==> src/hdl/dnstxt_pkg.sv <==
package dnstxt_pkg;

  // Key table geometry.
  localparam int KEY_COUNT   = 8;
  localparam int MAX_KEY_LEN = 8;
  localparam int MASK_W      = KEY_COUNT + 1;

  typedef logic [7:0] char_t;
  typedef logic [3:0] key_pos_t;
  typedef logic [2:0] target_t;
  typedef logic [MASK_W-1:0] key_mask_t;

  // All candidates live, the spare top bit included.
  localparam key_mask_t MASK_ALL   = '1;
  localparam key_mask_t MASK_SPARE = key_mask_t'(1) << KEY_COUNT;

  // Target codes.
  localparam target_t TGT_OS       = 3'd0;
  localparam target_t TGT_HW       = 3'd1;
  localparam target_t TGT_MODEL    = 3'd2;
  localparam target_t TGT_MFG      = 3'd3;
  localparam target_t TGT_URL      = 3'd4;
  localparam target_t TGT_NO_MATCH = 3'd7;

  localparam char_t CHAR_EQUALS = 8'h3D;
  localparam char_t CHAR_UPPER_A = 8'h41;
  localparam char_t CHAR_UPPER_Z = 8'h5A;
  localparam char_t CASE_OFFSET  = 8'h20;

  // Known keys, lower case, padded with zero bytes.
  localparam char_t KEY_TEXT [KEY_COUNT][MAX_KEY_LEN] = '{
    '{8'h6F, 8'h73, 8'h00, 8'h00, 8'h00, 8'h00, 8'h00, 8'h00},  // os
    '{8'h68, 8'h77, 8'h00, 8'h00, 8'h00, 8'h00, 8'h00, 8'h00},  // hw
    '{8'h6D, 8'h64, 8'h00, 8'h00, 8'h00, 8'h00, 8'h00, 8'h00},  // md
    '{8'h6D, 8'h64, 8'h6C, 8'h00, 8'h00, 8'h00, 8'h00, 8'h00},  // mdl
    '{8'h75, 8'h73, 8'h62, 8'h5F, 8'h6D, 8'h64, 8'h6C, 8'h00},  // usb_mdl
    '{8'h6D, 8'h66, 8'h67, 8'h00, 8'h00, 8'h00, 8'h00, 8'h00},  // mfg
    '{8'h75, 8'h73, 8'h62, 8'h5F, 8'h6D, 8'h66, 8'h67, 8'h00},  // usb_mfg
    '{8'h61, 8'h64, 8'h6D, 8'h69, 8'h6E, 8'h75, 8'h72, 8'h6C}   // adminurl
  };

  localparam key_pos_t KEY_LEN [KEY_COUNT] = '{
    4'd2, 4'd2, 4'd2, 4'd3, 4'd7, 4'd3, 4'd7, 4'd8
  };

  localparam target_t KEY_TARGET [KEY_COUNT] = '{
    TGT_OS, TGT_HW, TGT_MODEL, TGT_MODEL, TGT_MODEL, TGT_MFG, TGT_MFG, TGT_URL
  };

  // Result kinds.
  typedef enum logic [1:0] {
    KIND_NONE      = 2'd0,
    KIND_VALUE     = 2'd1,
    KIND_EMPTY     = 2'd2,
    KIND_MALFORMED = 2'd3
  } kind_e;

  // Parser phase, one-hot.
  typedef enum logic [3:0] {
    PH_LEN  = 4'b0001,
    PH_KEY  = 4'b0010,
    PH_VAL  = 4'b0100,
    PH_SKIP = 4'b1000
  } phase_e;

  // Outcome of one key byte, from the key matcher.
  typedef struct packed {
    key_mask_t mask;
    key_pos_t  pos;
    target_t   target;
  } key_step_t;

  // One result item.
  typedef struct packed {
    kind_e      kind;
    target_t    target;
    logic [7:0] value_byte;
    logic       value_last;
    logic       record_done;
  } result_t;

endpackage

==> src/hdl/dnstxt_in_if.sv <==
interface dnstxt_in_if;
  logic       valid;
  logic       ready;
  logic [7:0] data_byte;
  logic       record_last;

  modport source (output valid, output data_byte, output record_last, input ready);
  modport sink   (input valid, input data_byte, input record_last, output ready);
endinterface

==> src/hdl/dnstxt_out_if.sv <==
interface dnstxt_out_if;
  logic       valid;
  logic       ready;
  logic [1:0] kind;
  logic [2:0] target;
  logic [7:0] value_byte;
  logic       value_last;
  logic       record_done;

  modport source (output valid, output kind, output target, output value_byte,
                  output value_last, output record_done, input ready);
  modport sink   (input valid, input kind, input target, input value_byte,
                  input value_last, input record_done, output ready);
endinterface

==> src/hdl/dnstxt_key_match.sv <==
module dnstxt_key_match (
  input  logic [7:0]           data_byte_i,
  input  dnstxt_pkg::key_pos_t  key_pos_i,
  input  dnstxt_pkg::key_mask_t key_mask_i,
  output dnstxt_pkg::key_step_t step_o
);
  import dnstxt_pkg::*;

  char_t lower_byte;

  // Fold ASCII upper case onto lower case.
  always_comb begin
    if (data_byte_i >= CHAR_UPPER_A && data_byte_i <= CHAR_UPPER_Z) begin
      lower_byte = data_byte_i + CASE_OFFSET;
    end else begin
      lower_byte = data_byte_i;
    end
  end

  // Narrow the candidate set by the current key byte, and find which
  // surviving key has exactly the length seen so far (last one wins).
  always_comb begin
    step_o.mask   = key_mask_i;
    step_o.pos    = key_pos_i;
    step_o.target = TGT_NO_MATCH;
    if (key_pos_i < key_pos_t'(MAX_KEY_LEN)) begin
      for (int i = 0; i < KEY_COUNT; i++) begin
        if (key_pos_i >= KEY_LEN[i] ||
            KEY_TEXT[i][key_pos_i[$clog2(MAX_KEY_LEN)-1:0]] != lower_byte) begin
          step_o.mask[i] = 1'b0;
        end
      end
      step_o.pos = key_pos_i + key_pos_t'(1);
    end else begin
      step_o.mask = key_mask_i & MASK_SPARE;
    end
    for (int i = 0; i < KEY_COUNT; i++) begin
      if (key_mask_i[i] && KEY_LEN[i] == key_pos_i) begin
        step_o.target = KEY_TARGET[i];
      end
    end
  end

endmodule

==> src/hdl/dnssd_txt_key_value_parser_core.sv <==
// TXT record key/value parser.
//
// Input channel in_i carries one byte of TXT record data per request, with
// record_last set on the final byte of the record. Output channel out_o gives
// exactly one result per input request: kind none, a value byte tagged with
// its target field, an empty-value marker for a matched key, or a malformed
// record report. record_done is set on the result of the record's last byte.
// Both channels use a valid/ready handshake.
//
// Throughput is one byte per cycle while the skid register is empty; the key
// match and state update are one compare per key table entry, done in the
// acceptance cycle. An output register plus one skid register decouple the
// two sides, so a request is accepted while a result waits; when the
// receiver stalls with both registers full, in_i.ready drops until the
// output register drains.
//
// Reset (rst_ni low, asynchronous) empties both result registers and returns
// the parser to expecting a length byte with all keys as candidates.
module dnssd_txt_key_value_parser_core (
  input  logic clk_i,
  input  logic rst_ni,
  dnstxt_in_if.sink    in_i,
  dnstxt_out_if.source out_o
);
  import dnstxt_pkg::*;

  phase_e    phase_q, phase_d;
  logic [7:0] remaining_q, remaining_d;
  key_pos_t  key_pos_q, key_pos_d;
  key_mask_t key_mask_q, key_mask_d;
  target_t   matched_q, matched_d;

  result_t   res;
  result_t   out_q, skid_q;
  logic      out_valid_q, skid_valid_q;
  logic      accept;
  logic      out_take;
  logic [7:0] rem_dec;
  key_step_t key_step;

  assign in_i.ready = ~skid_valid_q;
  assign accept     = in_i.valid & in_i.ready;
  assign out_take   = out_valid_q & out_o.ready;
  assign rem_dec    = remaining_q - 8'd1;

  dnstxt_key_match u_key_match (
    .data_byte_i (in_i.data_byte),
    .key_pos_i   (key_pos_q),
    .key_mask_i  (key_mask_q),
    .step_o      (key_step)
  );

  // Next state and result for the byte on the input channel.
  always_comb begin
    phase_d     = phase_q;
    remaining_d = remaining_q;
    key_pos_d   = key_pos_q;
    key_mask_d  = key_mask_q;
    matched_d   = matched_q;
    res         = '{kind: KIND_NONE, target: TGT_OS, value_byte: 8'd0,
                    value_last: 1'b0, record_done: in_i.record_last};

    unique case (phase_q)
      PH_LEN: begin
        if (in_i.data_byte == 8'd0) begin
          // Zero-length pair is skipped.
          phase_d = PH_LEN;
        end else if (in_i.record_last) begin
          res.kind = KIND_MALFORMED;
          phase_d  = PH_LEN;
        end else begin
          phase_d     = PH_KEY;
          remaining_d = in_i.data_byte;
          key_pos_d   = '0;
          key_mask_d  = MASK_ALL;
        end
      end
      PH_KEY: begin
        remaining_d = rem_dec;
        if (in_i.data_byte == CHAR_EQUALS) begin
          matched_d = key_step.target;
          if (rem_dec == 8'd0) begin
            if (key_step.target != TGT_NO_MATCH) begin
              res.kind       = KIND_EMPTY;
              res.target     = key_step.target;
              res.value_last = 1'b1;
            end
            phase_d = PH_LEN;
          end else if (in_i.record_last) begin
            res.kind = KIND_MALFORMED;
            phase_d  = PH_LEN;
          end else begin
            phase_d = PH_VAL;
          end
        end else begin
          key_mask_d = key_step.mask;
          key_pos_d  = key_step.pos;
          // Pair ends or record ends without an equals sign.
          if (rem_dec == 8'd0 || in_i.record_last) begin
            res.kind = KIND_MALFORMED;
            phase_d  = in_i.record_last ? PH_LEN : PH_SKIP;
          end
        end
      end
      PH_VAL: begin
        remaining_d = rem_dec;
        if (in_i.record_last && rem_dec != 8'd0) begin
          res.kind = KIND_MALFORMED;
          phase_d  = PH_LEN;
        end else begin
          if (matched_q != TGT_NO_MATCH) begin
            res.kind       = KIND_VALUE;
            res.target     = matched_q;
            res.value_byte = in_i.data_byte;
            res.value_last = (rem_dec == 8'd0);
          end
          if (rem_dec == 8'd0) begin
            phase_d = PH_LEN;
          end
        end
      end
      PH_SKIP: begin
        if (in_i.record_last) begin
          phase_d = PH_LEN;
        end
      end
      default: begin
        phase_d = PH_LEN;
      end
    endcase

    // Returning to the length phase clears the pair context.
    if (phase_d == PH_LEN) begin
      remaining_d = '0;
      key_pos_d   = '0;
      key_mask_d  = MASK_ALL;
    end
  end

  // Parser state, updated on each accepted request.
  always_ff @(posedge clk_i or negedge rst_ni) begin
    if (!rst_ni) begin
      phase_q     <= PH_LEN;
      remaining_q <= '0;
      key_pos_q   <= '0;
      key_mask_q  <= MASK_ALL;
      matched_q   <= TGT_OS;
    end else if (accept) begin
      phase_q     <= phase_d;
      remaining_q <= remaining_d;
      key_pos_q   <= key_pos_d;
      key_mask_q  <= key_mask_d;
      matched_q   <= matched_d;
    end
  end

  // Output register with a skid register behind it.
  always_ff @(posedge clk_i or negedge rst_ni) begin
    if (!rst_ni) begin
      out_valid_q  <= 1'b0;
      skid_valid_q <= 1'b0;
    end else if (out_take || !out_valid_q) begin
      if (skid_valid_q) begin
        out_valid_q  <= 1'b1;
        skid_valid_q <= 1'b0;
      end else begin
        out_valid_q <= accept;
      end
    end else if (accept) begin
      skid_valid_q <= 1'b1;
    end
  end

  // Result payloads follow the same steering.
  always_ff @(posedge clk_i) begin
    if (out_take || !out_valid_q) begin
      if (skid_valid_q) begin
        out_q <= skid_q;
      end else if (accept) begin
        out_q <= res;
      end
    end else if (accept) begin
      skid_q <= res;
    end
  end

  assign out_o.valid       = out_valid_q;
  assign out_o.kind        = out_q.kind;
  assign out_o.target      = out_q.target;
  assign out_o.value_byte  = out_q.value_byte;
  assign out_o.value_last  = out_q.value_last;
  assign out_o.record_done = out_q.record_done;

endmodule

==> src/flat_wrapper.sv <==
// flat-port wrapper written by rule: the top's interface ports become plain ports
module dnssd_txt_key_value_parser_core_flat import dnstxt_pkg::*;
  (clk_i, rst_ni, in_i_valid, in_i_data_byte, in_i_record_last, in_i_ready, out_o_valid, out_o_kind, out_o_target, out_o_value_byte, out_o_value_last, out_o_record_done, out_o_ready);
  dnstxt_in_if in_i_i ();
  dnstxt_out_if out_o_i ();
  input  logic clk_i;
  input  logic rst_ni;
  input wire logic [$bits(in_i_i.valid)-1:0] in_i_valid;
  input wire logic [$bits(in_i_i.data_byte)-1:0] in_i_data_byte;
  input wire logic [$bits(in_i_i.record_last)-1:0] in_i_record_last;
  output wire logic [$bits(in_i_i.ready)-1:0] in_i_ready;
  output wire logic [$bits(out_o_i.valid)-1:0] out_o_valid;
  output wire logic [$bits(out_o_i.kind)-1:0] out_o_kind;
  output wire logic [$bits(out_o_i.target)-1:0] out_o_target;
  output wire logic [$bits(out_o_i.value_byte)-1:0] out_o_value_byte;
  output wire logic [$bits(out_o_i.value_last)-1:0] out_o_value_last;
  output wire logic [$bits(out_o_i.record_done)-1:0] out_o_record_done;
  input wire logic [$bits(out_o_i.ready)-1:0] out_o_ready;
  assign in_i_i.valid = in_i_valid;
  assign in_i_i.data_byte = in_i_data_byte;
  assign in_i_i.record_last = in_i_record_last;
  assign in_i_ready = in_i_i.ready;
  assign out_o_valid = out_o_i.valid;
  assign out_o_kind = out_o_i.kind;
  assign out_o_target = out_o_i.target;
  assign out_o_value_byte = out_o_i.value_byte;
  assign out_o_value_last = out_o_i.value_last;
  assign out_o_record_done = out_o_i.record_done;
  assign out_o_i.ready = out_o_ready;
  dnssd_txt_key_value_parser_core u_core (.clk_i(clk_i), .rst_ni(rst_ni), .in_i(in_i_i), .out_o(out_o_i));
endmodule
==> config.mk <==
export PLATFORM = sky130hd
export DESIGN_NAME = dnssd_txt_key_value_parser_core_flat
export DESIGN_NICKNAME = d
export VERILOG_FILES = /design/src/hdl/dnstxt_pkg.sv /design/src/hdl/dnstxt_in_if.sv /design/src/hdl/dnstxt_out_if.sv /design/src/hdl/dnstxt_key_match.sv /design/src/hdl/dnssd_txt_key_value_parser_core.sv /design/src/flat_wrapper.sv
export SDC_FILE = /design/constraint.sdc
export NUM_CORES = 1
export LEC_CHECK = 0
export ABC_AREA = 1
export ABC_CLOCK_PERIOD_IN_PS = 2000
export BUFFER_PORTS_ARGS = -buffer_cell sky130_fd_sc_hd__buf_2
export CORE_MARGIN = 3
export CORE_UTILIZATION = 35
export CTS_BUF_LIST = sky130_fd_sc_hd__clkbuf_16
export CTS_CLUSTER_DIAMETER = 100
export DETAILED_ROUTE_END_ITERATION = 12
export SYNTH_ARGS = -nofsm -noshare
export SYNTH_HDL_FRONTEND = slang
export SYNTH_HIERARCHICAL = 1
export SYNTH_SLANG_ARGS = --single-unit
==> constraint.sdc <==
create_clock -name clk_i -period 2 [get_ports clk_i]
set_input_delay 0.2 -clock clk_i [delete_from_list [all_inputs] [get_ports clk_i]]
set_output_delay 0.2 -clock clk_i [all_outputs]
set_load 0.02 [all_outputs]
* After elaboration in Yosys (flattened, before gate mapping) *
Memory sizes are Yosys's and may differ from the RTL's.
Cells that the tools add are included.

word-level totals
  bits in registers = 59
  ROM bits = 512
  input port bits = 13
  logic and storage cells = 205
  memories kept = 8

memories
  name              depth  width  rd ports  clocked after Yosys merged registers in  wr ports  line                    RTL
  (name not given)  8      8      1         0                                        0         dnstxt_key_match.sv:29  KEY_TEXT[i][key_pos_i[$clog2(MAX_KEY_LEN)-1:0]] != lower_byte) begin
  (name not given)  8      8      1         0                                        0         dnstxt_key_match.sv:29
  (name not given)  8      8      1         0                                        0         dnstxt_key_match.sv:29
  (name not given)  8      8      1         0                                        0         dnstxt_key_match.sv:29
  (name not given)  8      8      1         0                                        0         dnstxt_key_match.sv:29
  (name not given)  8      8      1         0                                        0         dnstxt_key_match.sv:29
  +2 memories       -      -      -         -                                        -         -

operators by class
  $add $sub $neg = 3
  $lt $le $gt $ge = 8
  eq/ne operators = 32
  multiplexer cells = 83
  bitwise operators = 5
  reductions and logical operators = 42

operator list
  kind                   number
  $mux W8                26
  $ne A8 B8 Y1           8
  $reduce_and A6 Y1      9
  $mux W4                13
  $mux W3                11
  $ne A4 B3 Y1 const B   8
  $pmux W8 S2            2
  $mux W15               2
  $logic_not A8 Y1       2
  $pmux W4 S4            1
  $mux W1                14
  $mux W2                7
  $mux W13               1
  $mux W12               1
  $ne A3 B3 Y1 const B   4
  $logic_and A1 B1 Y1    10
  $logic_or A1 B1 Y1     10
  $add A8 B6 Y8 const B  1
  $eq A2 B4 Y1 const A   2
  $eq A4 B1 Y1 const B   2
  $eq A8 B6 Y1 const B   1
  $ge A4 B2 Y1 const B   2
  $ge A4 B4 Y1 const B   2
  $ge A8 B7 Y1 const B   1
  27 further kinds       33

* Logic depth before layout (Yosys ltp) *
  word-level depth = 17
  depth in mapped cells = 16
  gate-level depth less buffers = 15

* Hierarchy *
Netlist, hierarchy kept.

by module, submodules not included
  module                           instances  cells an instance  area each (sq um)  sequential area each (sq um)
  dnssd_txt_key_value_parser_core  1          375                3150.5             1664.1
  dnstxt_key_match                 1          197                1036.0             0.0

* Least setup slack after synthesis *
No wires, ideal clock.

  kind = reg2reg
  from = register u_core.remaining_q[0]
  to = register u_core.key_pos_q[2]
  setup time = 0.117 ns
  arrival = 2.048 ns
  required time = 1.883 ns
  slack = -0.165 ns
  stages on the path, launching flop included = 17
  buffers on the path = 1
  period minus slack after synthesis = 2.165 ns
  cell sequence = dfrtp_1 > inv_1 > ha_1 > inv_1 > nor2_1 > nand3_1 > nand2_1 > nand2_1 > nor2_1 > nand4_1 > nand2_1 > nand2_2 > nand3_4 > nand2_4 > buf_6 > nand2_1 > nand2_1

between the ends
  word-level cells in the longest chain between the ends = 9

ends and longest elaborated chain
  item                                                   line                                                                                                                  RTL
  start: declaration                                     dnssd_txt_key_value_parser_core.sv:28                                                                                 logic [7:0] remaining_q, remaining_d;
  start signal: assignment                               dnssd_txt_key_value_parser_core.sv:150                                                                                remaining_q <= remaining_d;
  $sub A8 B1 Y8 (*)                                      dnssd_txt_key_value_parser_core.sv:44                                                                                 assign rem_dec = remaining_q - 8'd1;
  $logic_not A8 Y1                                       dnssd_txt_key_value_parser_core.sv:82, dnssd_txt_key_value_parser_core.sv:99, dnssd_txt_key_value_parser_core.sv:117
  $logic_or A1 B1 Y1                                     dnssd_txt_key_value_parser_core.sv:99                                                                                 if (rem_dec == 8'd0 || in_i.record_last) begin
  $mux W4                                                dnssd_txt_key_value_parser_core.sv:99
  $mux W4                                                dnssd_txt_key_value_parser_core.sv:80                                                                                 if (in_i.data_byte == CHAR_EQUALS) begin
  $pmux W4 S4 (*)                                        dnssd_txt_key_value_parser_core.sv:63                                                                                 unique case (phase_q)
  $eq A4 B1 Y1 (*)                                       dnssd_txt_key_value_parser_core.sv:133                                                                                if (phase_d == PH_LEN) begin
  $ne A3 B2 Y1 (no source line) (tied with other cells)  -
  $reduce_and A6 Y1 (no source line)                     -
  end signal: assignment                                 dnssd_txt_key_value_parser_core.sv:151                                                                                key_pos_q <= key_pos_d;
  end: declaration                                       dnssd_txt_key_value_parser_core.sv:29                                                                                 key_pos_t key_pos_q, key_pos_d;

Mark *: on every way between the ends. The rest lies on a longest branch, timed or not.
A chain may end at the register's enable or synchronous reset.

==> reports/results.ini <==
[timing]
relSlewSlack = 0.553
report.final.slew_viol_count = 0
setup_ws_ns = -0.0767
period_needed_ns = 2.08
finalSetupViolations = 23
finClkSkew_ns = 0.00931
worst_slew_pin_slew_ns = 0.670
rsz0062_at_grt = true
finalHoldViolCount = 0
fin_crit_sh = 1.04
fmax_mhz = 482

[final_layout]
drive_above_1_share = 0.319
stdcell_count = 810
syn_to_final_growth_pct = 34.8
n_antenna_cell = 0
final_nets = 688

[critical_path]
crit_top_cell = nand3_2
r2r_cells = 15
path_class = flop to flop
crit_slowest_cell = dfrtp_1
worstSetupEndpointType = flop
cp.required_ns = 2.09
cp-start-kind = flop
crit_fanout = 3
max_stage_delay_ns = 0.38
critPathArrivalTime_ns = 2.17
path_cells = inv_2 > ha_4 > inv_2 > nor2_4 > nand3_2 > nand2_2 > nand2_2 > nor2_4 > buf_4 > nand4_1 > buf_4 > nand3_2 > nand3_2 > nand2_1 > nand2_1

[placed_design]
hpwl_mm = 8.45
io_buffer_count = 29
dp_cells = 781
finalWeightedCongestion = 0.907

[pwr]
p_leak_uw = 0.00265
power.density_nw_per_um2 = 911
p_int_uw = 3320
p_seq_frac = 0.328
switching_power_uw = 1750
clock_power_share = 0.325
power_frac_comb = 0.347
switching_share = 0.346
ir_worst_vdd_uv = 411
finalPower_uw = 5080

[status]
status = finished with violations
violations = negative setup slack

[route]
drcViolationCount = 0
drt-total-wl_mm = 11.9
via_per_inst = 5.14
vias = 4163
drtIter0Drc = 440
antenna_left = 0
first_pass_iters = 6
wire_per_inst_microns = 14.7

[global_routing]
grt_pass1_wl_mm = 19.0
grt_overflow = 0
grt_max_degree = 30
grt_usage = 0.181
grt_pass1_vias = 3910
antenna_found_initial = 0

[clock_tree]
clock_latency_ns = 0.33
tritoncts = yes
cts_sinks = 59
clock_path_buffers = 2
cts.clk_slew.worst_paths_ns = 0.06
numCtsBuffers = 9
cts_max_level = 3
clockRootBuffer = clkbuf_16

[die]
core_area_sq_um = 11500
die_area_sq_um = 13100
start_util = 0.360
io_pins = 30
dieHeight_microns = 115
rows = 39
dieWidth_microns = 115

[hold_path]
hold_depth = 3
min_path_type = input pin to flop

[synthesis]
post_synth_inst_count = 565
syn_area_sq_um = 4130
avgSynthCellArea_sq_um = 7.31
yosys_warnings = 6
syn_nets = 591

[run]
cap_violations = 0

path summary, 6_finish.rpt:
check / endpoint / slack [ns] / from
max: u_core/out_o.kind[0] / -0.08 / u_core/remaining_q[1]
min: u_core/out_o.valid / 0.10 / in_i_valid
max reg2reg: u_core/out_o.kind[0] / -0.08 / u_core/remaining_q[1]
min reg2reg: u_core/key_mask_q[2] / 0.47 / u_core/key_mask_q[2]
max in group asynchronous: u_core/remaining_q[2] / 1.07 / rst_ni
min in group asynchronous: u_core/phase_q[1] / 0.45 / rst_ni
worst max-delay path, delay by kind of cell, from the launching register on:
family	cells	cell delay, ns
fa+ha+maj	1	0.14
buf+inv	4	0.41
flops	1	0.38
simple gates	10	0.90
power groups by stage:
| stage | Combinational (uW) | Sequential, uW | Clock (uW) |
|---|---|---|---|
| 2_1_floorplan | 917 | 1670 | 0 |
| 3_3_place_gp | 1370 | 1660 | 0 |
| 3_5_place_dp | 1400 | 1670 | 0 |
| 4_1_cts | 1590 | 1660 | 1680 |
| 5_1_grt | 1940 | 1690 | 1730 |
| 6_report | 1760 | 1670 | 1650 |
metal layers:
metal,track usage,part of all wire
met1,0.241,0.45
met2,0.295,0.48
met3,0.0365,0.051
met4,0.0578,0.017
met5,0,0
cell type report:
class / instances / area, sq um
Multi-Input combinational cell: 427 / 2470
Clock inverter: 7 / 92.6
Sequential cell: 59 / 1640
Tap cell: 143 / 179
Timing Repair Buffer: 99 / 708
Clock buffer: 9 / 225
Fill cell: 1109 / 5900
Inverter: 66 / 250
cell usage in the layout, fill, tap and decap left out, types with 16 or more instances in the layout:
cell type	count
nand2_1	156
buf_4	62
inv_1	57
nor2_1	55
nand3_1	44
edfxtp_1	30
buf_2	29
o21ai_0	24
nand4_1	19
nand3_2	17
dfrtp_1	16
what timing repair did:
action | 4_1_cts | 5_1_grt
cloned | 1 | 0
pin swaps | 17 | 20
gates resized for setup | 55 | 37
buffers inserted | 9 | 2
hold buffers | 1 | 0
hold endpoints to repair | 20 | 0
endpoints found under the setup margin | 48 | 50
stage by stage:
stage	TNS [ns]	util	area, sq um	hold WS [ns]	setup WS, ns
3_5_place_dp	-4.02	0.422	4840	0.277	-0.171
4_1_cts	-0.729	0.472	5410	0.0990	-0.0504
3_3_place_gp	-1.55	0.422	4840	0.267	-0.0940
2_1_floorplan	0	-	4160	-0.0956	0.00207
5_1_grt	-6.28	0.486	5570	0.127	-0.211
6_report	-0.520	0.486	5570	0.101	-0.0767
state kept, by name, summed over array words and instances, names as in the netlist, 2 cells and up:
name and count:
u_core/skid_q 15, u_core/key_mask_q 8, u_core/out_o.value_byte 8, u_core/remaining_q 8, u_core/key_pos_q 4, u_core/phase_q 4
u_core/matched_q 3, u_core/out_o.target 3, u_core/out_o.kind 2
(Power assumes the default switching activity.)
